### config.mk
export PLATFORM = sky130hd
export DESIGN_NAME = adaptive_golomb_rice_encoder_unit
export DESIGN_NICKNAME = d
export VERILOG_FILES = /design/src/sv/agre_pkg.sv /design/src/sv/agre_ctrl.sv /design/src/sv/agre_dp.sv /design/src/sv/adaptive_golomb_rice_encoder_unit.sv
export SDC_FILE = /design/constraint.sdc
export NUM_CORES = 1
export LEC_CHECK = 0
export BUFFER_PORTS_ARGS = -buffer_cell sky130_fd_sc_hd__buf_2
export CAP_MARGIN = 40
export CORE_ASPECT_RATIO = 0.75
export CORE_MARGIN = 5
export CORE_UTILIZATION = 40
export CTS_BUF_LIST = sky130_fd_sc_hd__clkbuf_8
export DETAILED_ROUTE_END_ITERATION = 6
export PLACE_DENSITY = 0.53
export SLEW_MARGIN = 15
export SYNTH_ARGS = -nofsm -noshare
export SYNTH_HDL_FRONTEND = slang
export SYNTH_SLANG_ARGS = --single-unit
export TNS_END_PERCENT = 50
### constraint.sdc
create_clock -name clk -period 9.31 [get_ports clk]
set_clock_uncertainty 0.1 [all_clocks]
set_input_delay 0.931 -clock clk [delete_from_list [all_inputs] [get_ports clk]]
set_output_delay 0.931 -clock clk [all_outputs]
set_load 0.02 [all_outputs]
### src/sv/agre_pkg.sv
// Shared types, constants and helper functions for the adaptive Golomb
// power-of-two encoder. No dependencies.
`default_nettype none

package agre_pkg;

  localparam int SAMPLE_BITS = 16;
  localparam int CODE_W      = 48;
  localparam int LEN_W       = 6;
  localparam int K_W         = 4;
  localparam int CNT_W       = 11;
  localparam int ACC_W       = 32;
  localparam int LIM_W       = ACC_W + 1;
  localparam int DR_W        = 5;
  localparam int G0_W        = 4;
  localparam int GS_W        = 4;
  localparam int UL_W        = 6;
  localparam int CFG_IDX_W   = 3;
  localparam int CFG_DATA_W  = 6;
  localparam int K_MAX       = SAMPLE_BITS - 2;

  // Configuration register indexes.
  localparam logic [CFG_IDX_W-1:0] REG_DYNAMIC_RANGE   = 3'd0;
  localparam logic [CFG_IDX_W-1:0] REG_INIT_COUNT_EXP  = 3'd1;
  localparam logic [CFG_IDX_W-1:0] REG_RESCALE_CNT_SZ  = 3'd2;
  localparam logic [CFG_IDX_W-1:0] REG_UNARY_LIMIT     = 3'd3;

  // Configuration reset values.
  localparam logic [DR_W-1:0] DR_RESET = 5'd16;
  localparam logic [G0_W-1:0] G0_RESET = 4'd1;
  localparam logic [GS_W-1:0] GS_RESET = 4'd6;
  localparam logic [UL_W-1:0] UL_RESET = 6'd18;

  typedef struct packed {
    logic [SAMPLE_BITS-1:0] sample;
    logic                   first_of_image;
  } in_t;

  typedef struct packed {
    logic [CODE_W-1:0] code_bits;
    logic [LEN_W-1:0]  code_length;
    logic [K_W-1:0]    k_used;
  } out_t;

  // Commands from the controller to the datapath.
  typedef struct packed {
    logic capture;
    logic lim_en;
    logic k_en;
    logic code_en;
  } agre_cmd_t;

  function automatic logic [DR_W-1:0] clamp_dr(input logic [DR_W-1:0] v);
    logic [DR_W-1:0] r;
    if (v < 5'd2) r = 5'd2;
    else if (v > DR_W'(SAMPLE_BITS)) r = DR_W'(SAMPLE_BITS);
    else r = v;
    return r;
  endfunction

  function automatic logic [G0_W-1:0] clamp_g0(input logic [G0_W-1:0] v);
    logic [G0_W-1:0] r;
    if (v < 4'd1) r = 4'd1;
    else if (v > 4'd8) r = 4'd8;
    else r = v;
    return r;
  endfunction

  function automatic logic [GS_W-1:0] clamp_gs(input logic [GS_W-1:0] v);
    logic [GS_W-1:0] r;
    if (v < 4'd2) r = 4'd2;
    else if (v > 4'd11) r = 4'd11;
    else r = v;
    return r;
  endfunction

  function automatic logic [UL_W-1:0] clamp_ul(input logic [UL_W-1:0] v);
    logic [UL_W-1:0] r;
    if (v < 6'd8) r = 6'd8;
    else if (v > 6'd32) r = 6'd32;
    else r = v;
    return r;
  endfunction

  // Initial accumulator: ((3 * 2^(g0+6) - 49) * 2^g0) / 128, for g0 in 1..8.
  function automatic logic [ACC_W-1:0] acc_init(input logic [G0_W-1:0] g0);
    logic [ACC_W-1:0] base;
    logic [ACC_W-1:0] scaled;
    base   = (32'd3 << (g0 + 4'd6)) - 32'd49;
    scaled = base << g0;
    return scaled >> 7;
  endfunction

endpackage

`default_nettype wire

### src/sv/agre_ctrl.sv
// Controller state machine of the adaptive Golomb encoder: sequences the
// limit, parameter and codeword steps and owns the result valid flag. Uses agre_pkg.
`default_nettype none

module agre_ctrl
  import agre_pkg::*;
(
  input  wire logic      clk,
  input  wire logic      rst_n,
  input  wire logic      in_valid,
  output logic           in_stall,
  output logic           out_valid,
  input  wire logic      out_stall,
  output agre_cmd_t      cmd
);

  typedef enum logic [3:0] {
    S_IDLE = 4'b0001,
    S_LIM  = 4'b0010,
    S_KSEL = 4'b0100,
    S_CODE = 4'b1000
  } state_t;

  state_t state_r, state_nxt;
  logic   out_valid_r, out_valid_nxt;
  logic   out_free;
  logic   accept;

  assign out_free = !out_valid_r || !out_stall;
  assign in_stall = !((state_r == S_IDLE) || ((state_r == S_CODE) && out_free));
  assign accept   = in_valid && !in_stall;

  assign cmd.capture = accept;
  assign cmd.lim_en  = (state_r == S_LIM);
  assign cmd.k_en    = (state_r == S_KSEL);
  assign cmd.code_en = (state_r == S_CODE) && out_free;

  always_comb begin
    state_nxt = state_r;
    unique case (state_r)
      S_IDLE: begin
        if (accept) state_nxt = S_LIM;
      end
      S_LIM:  state_nxt = S_KSEL;
      S_KSEL: state_nxt = S_CODE;
      S_CODE: begin
        if (out_free) state_nxt = accept ? S_LIM : S_IDLE;
      end
      default: state_nxt = S_IDLE;
    endcase
  end

  assign out_valid_nxt = cmd.code_en ? 1'b1 : (out_valid_r && out_stall);
  assign out_valid     = out_valid_r;

  always_ff @(posedge clk) begin
    if (!rst_n) begin
      state_r     <= S_IDLE;
      out_valid_r <= 1'b0;
    end else begin
      state_r     <= state_nxt;
      out_valid_r <= out_valid_nxt;
    end
  end

`ifndef SYNTH
  a_accept_state: assert property (@(posedge clk) disable iff (!rst_n)
    !in_stall |-> (state_r == S_IDLE || state_r == S_CODE))
    else $error("input taken outside idle or code state");

  a_valid_source: assert property (@(posedge clk) disable iff (!rst_n)
    $rose(out_valid_r) |-> $past(state_r == S_CODE))
    else $error("result raised without a code step");

  a_code_holds: assert property (@(posedge clk) disable iff (!rst_n)
    (state_r == S_CODE && out_valid_r && out_stall) |=> (state_r == S_CODE && out_valid_r))
    else $error("code step left while the output register was blocked");
`endif

endmodule

`default_nettype wire

### src/sv/agre_dp.sv
// Datapath of the adaptive Golomb encoder: configuration registers, statistics,
// parameter search, codeword formation and the output register. Uses agre_pkg.
`default_nettype none

module agre_dp
  import agre_pkg::*;
(
  input  wire logic                  clk,
  input  wire logic                  rst_n,
  input  wire logic                  cfg_we,
  input  wire logic [CFG_IDX_W-1:0]  cfg_index,
  input  wire logic [CFG_DATA_W-1:0] cfg_wdata,
  input  wire in_t                   in_data,
  input  wire agre_cmd_t             cmd,
  output out_t                       out_data
);

  logic [DR_W-1:0] dr_r;
  logic [G0_W-1:0] g0_r;
  logic [GS_W-1:0] gs_r;
  logic [UL_W-1:0] ul_r;

  logic [DR_W-1:0] dcl;
  logic [G0_W-1:0] g0cl;
  logic [GS_W-1:0] gscl;
  logic [UL_W-1:0] ulcl;

  logic [SAMPLE_BITS-1:0] s_r;
  logic                   first_r;
  logic [LIM_W-1:0]       lim_r;
  logic [K_W-1:0]         k_r;
  logic [CNT_W-1:0]       count_r, count_nxt;
  logic [ACC_W-1:0]       accum_r, accum_nxt;

  logic [CODE_W-1:0] bits_r, bits_nxt;
  logic [LEN_W-1:0]  len_r, len_nxt;
  logic [K_W-1:0]    kout_r, kout_nxt;

  logic [SAMPLE_BITS-1:0] s_masked;
  logic [16:0]            m49;
  logic [K_W-1:0]         k_sel;

  logic [SAMPLE_BITS-1:0] q;
  logic                   esc;
  logic [4:0]             q5;
  logic [CODE_W-1:0]      ones_q;
  logic [CODE_W-1:0]      ones_u;
  logic [CODE_W-1:0]      norm_bits;
  logic [CODE_W-1:0]      esc_bits;
  logic [SAMPLE_BITS-1:0] rem;

  logic [CNT_W:0]   rescale_at;
  logic [CNT_W:0]   cnt_p1;
  logic [ACC_W:0]   acc_sum;

  assign dcl  = clamp_dr(dr_r);
  assign g0cl = clamp_g0(g0_r);
  assign gscl = clamp_gs(gs_r);
  assign ulcl = clamp_ul(ul_r);

  // Configuration writes; indexes beyond the list are ignored.
  always_ff @(posedge clk) begin
    if (!rst_n) begin
      dr_r <= DR_RESET;
      g0_r <= G0_RESET;
      gs_r <= GS_RESET;
      ul_r <= UL_RESET;
    end else if (cfg_we) begin
      unique case (cfg_index)
        REG_DYNAMIC_RANGE:  dr_r <= cfg_wdata[DR_W-1:0];
        REG_INIT_COUNT_EXP: g0_r <= cfg_wdata[G0_W-1:0];
        REG_RESCALE_CNT_SZ: gs_r <= cfg_wdata[GS_W-1:0];
        REG_UNARY_LIMIT:    ul_r <= cfg_wdata[UL_W-1:0];
        default: ;
      endcase
    end
  end

  assign s_masked = in_data.sample & ~({SAMPLE_BITS{1'b1}} << dcl);
  assign m49      = 17'(count_r) * 17'd49;

  // Parameter search: independent compares, the highest passing k wins.
  always_comb begin
    k_sel = '0;
    for (int i = 1; i <= K_MAX; i++) begin
      if (((LIM_W'(count_r) << i) <= lim_r) && (DR_W'(i) <= (dcl - 5'd2))) begin
        k_sel = K_W'(i);
      end
    end
  end

  // Codeword formation.
  assign q         = s_r >> k_r;
  assign esc       = q >= SAMPLE_BITS'(ulcl);
  assign q5        = q[4:0];
  assign ones_q    = ~({CODE_W{1'b1}} << q5);
  assign ones_u    = ~({CODE_W{1'b1}} << ulcl);
  assign rem       = s_r & ~({SAMPLE_BITS{1'b1}} << k_r);
  assign norm_bits = (ones_q << ({1'b0, k_r} + 5'd1)) | CODE_W'(rem);
  assign esc_bits  = (ones_u << dcl) | CODE_W'(s_r);

  always_comb begin
    if (first_r) begin
      bits_nxt = CODE_W'(s_r);
      len_nxt  = LEN_W'(dcl);
      kout_nxt = '0;
    end else if (esc) begin
      bits_nxt = esc_bits;
      len_nxt  = LEN_W'(ulcl) + LEN_W'(dcl);
      kout_nxt = k_r;
    end else begin
      bits_nxt = norm_bits;
      len_nxt  = LEN_W'(q5) + LEN_W'(k_r) + 6'd1;
      kout_nxt = k_r;
    end
  end

  // Statistics update after coding.
  assign rescale_at = (12'd1 << gscl) - 12'd1;
  assign cnt_p1     = {1'b0, count_r} + 12'd1;
  assign acc_sum    = {1'b0, accum_r} + LIM_W'(s_r) + 33'd1;

  always_comb begin
    if (first_r) begin
      count_nxt = 11'd1 << g0cl;
      accum_nxt = acc_init(g0cl);
    end else if ({1'b0, count_r} < rescale_at) begin
      count_nxt = cnt_p1[CNT_W-1:0];
      accum_nxt = accum_r + ACC_W'(s_r);
    end else begin
      count_nxt = cnt_p1[CNT_W:1];
      accum_nxt = acc_sum[ACC_W:1];
    end
  end

  always_ff @(posedge clk) begin
    if (!rst_n) begin
      count_r <= '0;
      accum_r <= '0;
    end else if (cmd.code_en) begin
      count_r <= count_nxt;
      accum_r <= accum_nxt;
    end
  end

  always_ff @(posedge clk) begin
    if (cmd.capture) begin
      s_r     <= s_masked;
      first_r <= in_data.first_of_image;
    end
    if (cmd.lim_en) lim_r <= {1'b0, accum_r} + LIM_W'(m49[16:7]);
    if (cmd.k_en)   k_r   <= k_sel;
    if (cmd.code_en) begin
      bits_r <= bits_nxt;
      len_r  <= len_nxt;
      kout_r <= kout_nxt;
    end
  end

  assign out_data.code_bits   = bits_r;
  assign out_data.code_length = len_r;
  assign out_data.k_used      = kout_r;

`ifndef SYNTH
  a_len_range: assert property (@(posedge clk) disable iff (!rst_n)
    cmd.code_en |=> (len_r != 6'd0 && len_r <= 6'd48))
    else $error("codeword length out of range");

  a_k_cap: assert property (@(posedge clk) disable iff (!rst_n)
    cmd.k_en |=> ({1'b0, k_r} <= (dcl - 5'd2)))
    else $error("Golomb parameter above its cap");

  a_count_live: assert property (@(posedge clk) disable iff (!rst_n)
    (cmd.code_en && !first_r) |=> (count_r != '0))
    else $error("counter zero after a statistics update");
`endif

endmodule

`default_nettype wire

### src/sv/adaptive_golomb_rice_encoder_unit.sv
// A result is valid after the limit, parameter search and codeword steps that follow its
// input transfer, later only while the output register is blocked. A new item is taken
// no earlier than the codeword step of the last one, set by the statistics loop: the next
// item's parameter search reads counter and accumulator written by the codeword step.
// Reset (rst_n, synchronous, active low): controller idle, no result pending,
// configuration back to defaults, counter and accumulator cleared. No clearing pass.
`default_nettype none

module adaptive_golomb_rice_encoder_unit
  import agre_pkg::*;
(
  input  wire logic                  clk,
  input  wire logic                  rst_n,
  // Configuration write port.
  input  wire logic                  cfg_we,
  input  wire logic [CFG_IDX_W-1:0]  cfg_index,
  input  wire logic [CFG_DATA_W-1:0] cfg_wdata,
  // Sample channel.
  input  wire logic                  in_valid,
  output logic                       in_stall,
  input  wire in_t                   in_data,
  // Codeword channel.
  output logic                       out_valid,
  input  wire logic                  out_stall,
  output out_t                       out_data
);

  // The controller steps each sample through three datapath stages. A new
  // sample transfer is taken in the same cycle that the codeword step loads
  // the output register, so the output register parts the two channels: a
  // finished codeword may wait for its transfer while the next sample enters.
  agre_cmd_t cmd;

  agre_ctrl u_ctrl (
    .clk       (clk),
    .rst_n     (rst_n),
    .in_valid  (in_valid),
    .in_stall  (in_stall),
    .out_valid (out_valid),
    .out_stall (out_stall),
    .cmd       (cmd)
  );

  // The datapath holds the configuration, the statistics (counter and
  // accumulator), the registered limit and parameter, and the codeword.
  // A first-of-image sample is sent raw and restarts the statistics.
  agre_dp u_dp (
    .clk       (clk),
    .rst_n     (rst_n),
    .cfg_we    (cfg_we),
    .cfg_index (cfg_index),
    .cfg_wdata (cfg_wdata),
    .in_data   (in_data),
    .cmd       (cmd),
    .out_data  (out_data)
  );

endmodule

`default_nettype wire

==> out/metrics.yaml <==
setup_path:
  crit_path_start: "u_dp.count_r[7]"
  max_stage_delay_ns: 0.67
  endpoint_kind: "flip-flop"
  worstPathArrival_ns: 5.98
  cp.required_ns: 9.53
  crit_top_cell: "o21ai_0"
  crit_chain: "buf_4 > inv_1 > fa_1 > inv_1 > ha_1 > inv_1 > fa_1 > nor2b_1 > o21ai_0 > a21boi_0 > o21ai_0 > a21boi_0 > o21ai_0 > a21boi_0 > nor2_1 > ha_1 > nor3_1 > o21ai_0 > a31o_2 > a21oi_1 > nor4b_1 > xor2_1"
  critPathBufInv: 4
  crit_path_start_kind: "flip-flop"
  timing.rr.start: "u_dp.count_r[7]"
  cpLargestDelayFamily: "compound AO/OA/AOI/OAI gates"
  cp_slowest_cell: "a21oi_1"
  path_class: "flip-flop to flip-flop"
  cp_max_fo: 19
layout:
  fillCellCount: 5567
  fin_nets: 3060
  finalInstanceArea_um2: 23600
  instances_no_fill: 3489
  ff_latch_area_um2: 4700
  multiInputGateArea_um2: 16000
  diodes: 0
  postLayoutCoreUtil_pct: 43.4
  drive_above_1_share_pct: 10.2
  area_growth_pct: 7.21
grt:
  grt.overflow.total: 0
  grt_usage_pct: 29.6
  grt_max_degree: 64
  grt_pass1_wl_um: 136000
  grt_pass1_vias: 21046
  antenna_found_initial: 2
clocking:
  cts_tree: "yes"
  cts.root.buffer_cell: "clkbuf_8"
  post-cts-setup-buffers: 0
  cts_made_buffers: 17
  cts_hold_buf: 0
  cts.path.max_buffers: 2
  clk-insertion-delay-late_ns: 0.60
  htree_levels: 4
  clk_transition_reported_paths_ns: 0.11
  ctsResizeCount: 0
  cts_sinks: 179
sta:
  drv_slew: 0
  rsz0062_at_grt: "false"
  hold_violations: 0
  tightest_slew_ns: 0.950
  setup-violations-final: 0
  fin_crit_ns: 5.76
  timing.fmax_mhz: 174
  timing.setup.tns_ns: 0
  relSlewSlack_pct: 36.1
  min_period_over_period_pct: 61.9
synth:
  synth_top_flop_cell: "edfxtp_1"
  synthArstFlopShare_pct: 0
  syn_avg_cell_area_um2: 8.00
  ys_warn_count: 0
  synth_area_um2: 22000
  ys_ff_latch: 179
  ys_types: 108
  ys_seq_area_share_pct: 21.4
  synth_edf_count: 112
  syn_inst: 2755
detailed_routing:
  drc_errors: 0
  wl_per_cell_um: 26.1
  drt_iter0_markers: 2599
  dr.pass1.iters: 5
  drtAntennaViolNets: 0
  routed_via_density: 6.48
  vias: 22596
  routed_wl_um: 91000
floorplan:
  core.rowCount: 74
  start_util_pct: 40.5
  fp.coreArea_um2: 54400
  io-pin-count: 91
  die-area_um2: 59900
  die-height_um: 213
  die_w_um: 281
pwr:
  max-vdd-ir-drop_v: 0.0000846
  static-leakage-power_nw: 10.2
  power.density_nw_per_um2: 79.1
  finalPower_w: 0.00187
place:
  dp_hpwl_um: 69400
  dp_cells: 3454
  gp_congestion: 0.994
  portBuffers: 90
  place_area_um2: 23100
worst_hold_path:
  hold_path.class: "input port to flip-flop"
  hold_start: "in_data[0]"
outcome:
  status: "completed"
flow_run:
  maxCapViolCount: 0
-- metrics by stage --
step                setup slack (ns)  hold WS, ns
global placement                3.60        0.404
detailed placement              3.56        0.418
CTS                             3.55        0.369
global route                    2.96        0.377
finish                          3.55        0.406
floorplan                       4.00        0.365
-- logic make-up (layout without fill, tap and decap cells) --
family                     Yosys count  count (layout)  synth area share, %
AOI/OAI and AO/OA                  909             909                 27.9
and+or+nand+nor                    860             860                 18.9
other                                1               2               0.0170
DFF                                179             179                 21.4
muxes                               94              94                 5.14
buffers and inverters              321             332                 6.03
xor gates and xnor gates           112             112                 4.49
adders and majority gates          279             279                 16.2
-- layout by cell type, fill, tap and decap left out, types with 14 or more instances in the layout --
| cell | n |
|---|---|
| a211oi_1 | 38 |
| a21boi_0 | 15 |
| a21o_1 | 75 |
| a21oi_1 | 201 |
| a221oi_1 | 16 |
| a22oi_1 | 16 |
| a31oi_1 | 40 |
| and2_1 | 18 |
| and3_1 | 34 |
| buf_2 | 95 |
| buf_4 | 55 |
| clkbuf_8 | 17 |
| dfxtp_1 | 67 |
| edfxtp_1 | 112 |
| ha_1 | 264 |
| inv_1 | 135 |
| mux2i_1 | 67 |
| mux4_2 | 14 |
| nand2_1 | 263 |
| nand2b_1 | 23 |
| nand3_1 | 76 |
| nand4_1 | 48 |
| nor2_1 | 202 |
| nor2b_1 | 45 |
| nor3_1 | 64 |
| nor4_1 | 17 |
| o211ai_1 | 55 |
| o21a_1 | 31 |
| o21ai_0 | 165 |
| o21ai_1 | 14 |
| o21bai_1 | 15 |
| o221ai_1 | 32 |
| o22ai_1 | 38 |
| o31ai_1 | 20 |
| xnor2_1 | 74 |
| xor2_1 | 35 |
-- routing by layer --
metal	global-route usage (%)	vias up	wire (um)
li1	-	10347	-
met1	46.7	10998	44700
met2	40.0	1151	35300
met3	7.63	100	9490
met4	6.24	0	1490
met5	0	-	0
-- sequential cells by signal, summed over array words and instances, names as in the netlist --
register          count
u_dp.kout_r           4
u_dp.k_r              4
u_dp.len_r            6
u_dp.gs_r             4
u_dp.lim_r           33
u_dp.g0_r             4
u_dp.s_r             16
u_ctrl.state_r        4
u_dp.bits_r          48
u_dp.count_r         11
u_dp.ul_r             6
u_dp.first_r          1
u_dp.accum_r         32
u_dp.dr_r             5
u_ctrl.out_valid      1
-- cells in the mapped netlist (75+ instances only) --
master / n / share of area, %
a21o_1: 75 / 2.6
a21oi_1: 201 / 4.6
clkbuf_1: 137 / 2.3
edfxtp_1: 112 / 15
ha_1: 264 / 15
inv_1: 136 / 2.3
nand2_1: 263 / 4.5
nand3_1: 76 / 1.7
nor2_1: 203 / 3.5
o21ai_0: 165 / 3.7
xnor2_1: 76 / 3.0
-- worst reg2reg max path, cell delays in order, from the launching register on --
cell      delay (ns)
dfxtp_1         0.32
buf_4           0.30
inv_1           0.15
fa_1            0.55
inv_1           0.04
ha_1            0.30
inv_1           0.07
fa_1            0.47
nor2b_1         0.13
o21ai_0         0.11
a21boi_0        0.23
o21ai_0         0.14
a21boi_0        0.26
o21ai_0         0.15
a21boi_0        0.31
nor2_1          0.10
ha_1            0.23
nor3_1          0.14
o21ai_0         0.12
a31o_2          0.27
a21oi_1         0.67
nor4b_1         0.16
xor2_1          0.18
-- cell type report --
| class | instances | share of cell area, % |
|---|---|---|
| Clock buffer | 17 | 0.991 |
| Timing Repair Buffer | 154 | 4.07 |
| Tap cell | 722 | 3.83 |
| Sequential cell | 179 | 19.9 |
| Multi-Input combinational cell | 2256 | 67.9 |
| Inverter | 146 | 2.35 |
| Clock inverter | 15 | 0.917 |
-- worst paths after layout --
kind | end | slack, ns | cells past startpoint
setup / recovery | u_dp.lim_r[23] | 3.55 | 22
hold / removal | u_dp.first_r | 0.41 | 1
setup reg to reg | u_dp.lim_r[23] | 3.55 | 22
hold reg to reg | u_dp.g0_r[1] | 0.45 | 2
-- power by group --
part           total, W  switching (W)  internal [W]
logic          0.000379       0.000253      0.000125
clock network  0.000613       0.000396      0.000217
registers      0.000876      0.0000232      0.000853
No activity file was read; power rests on OpenSTA's default activity.
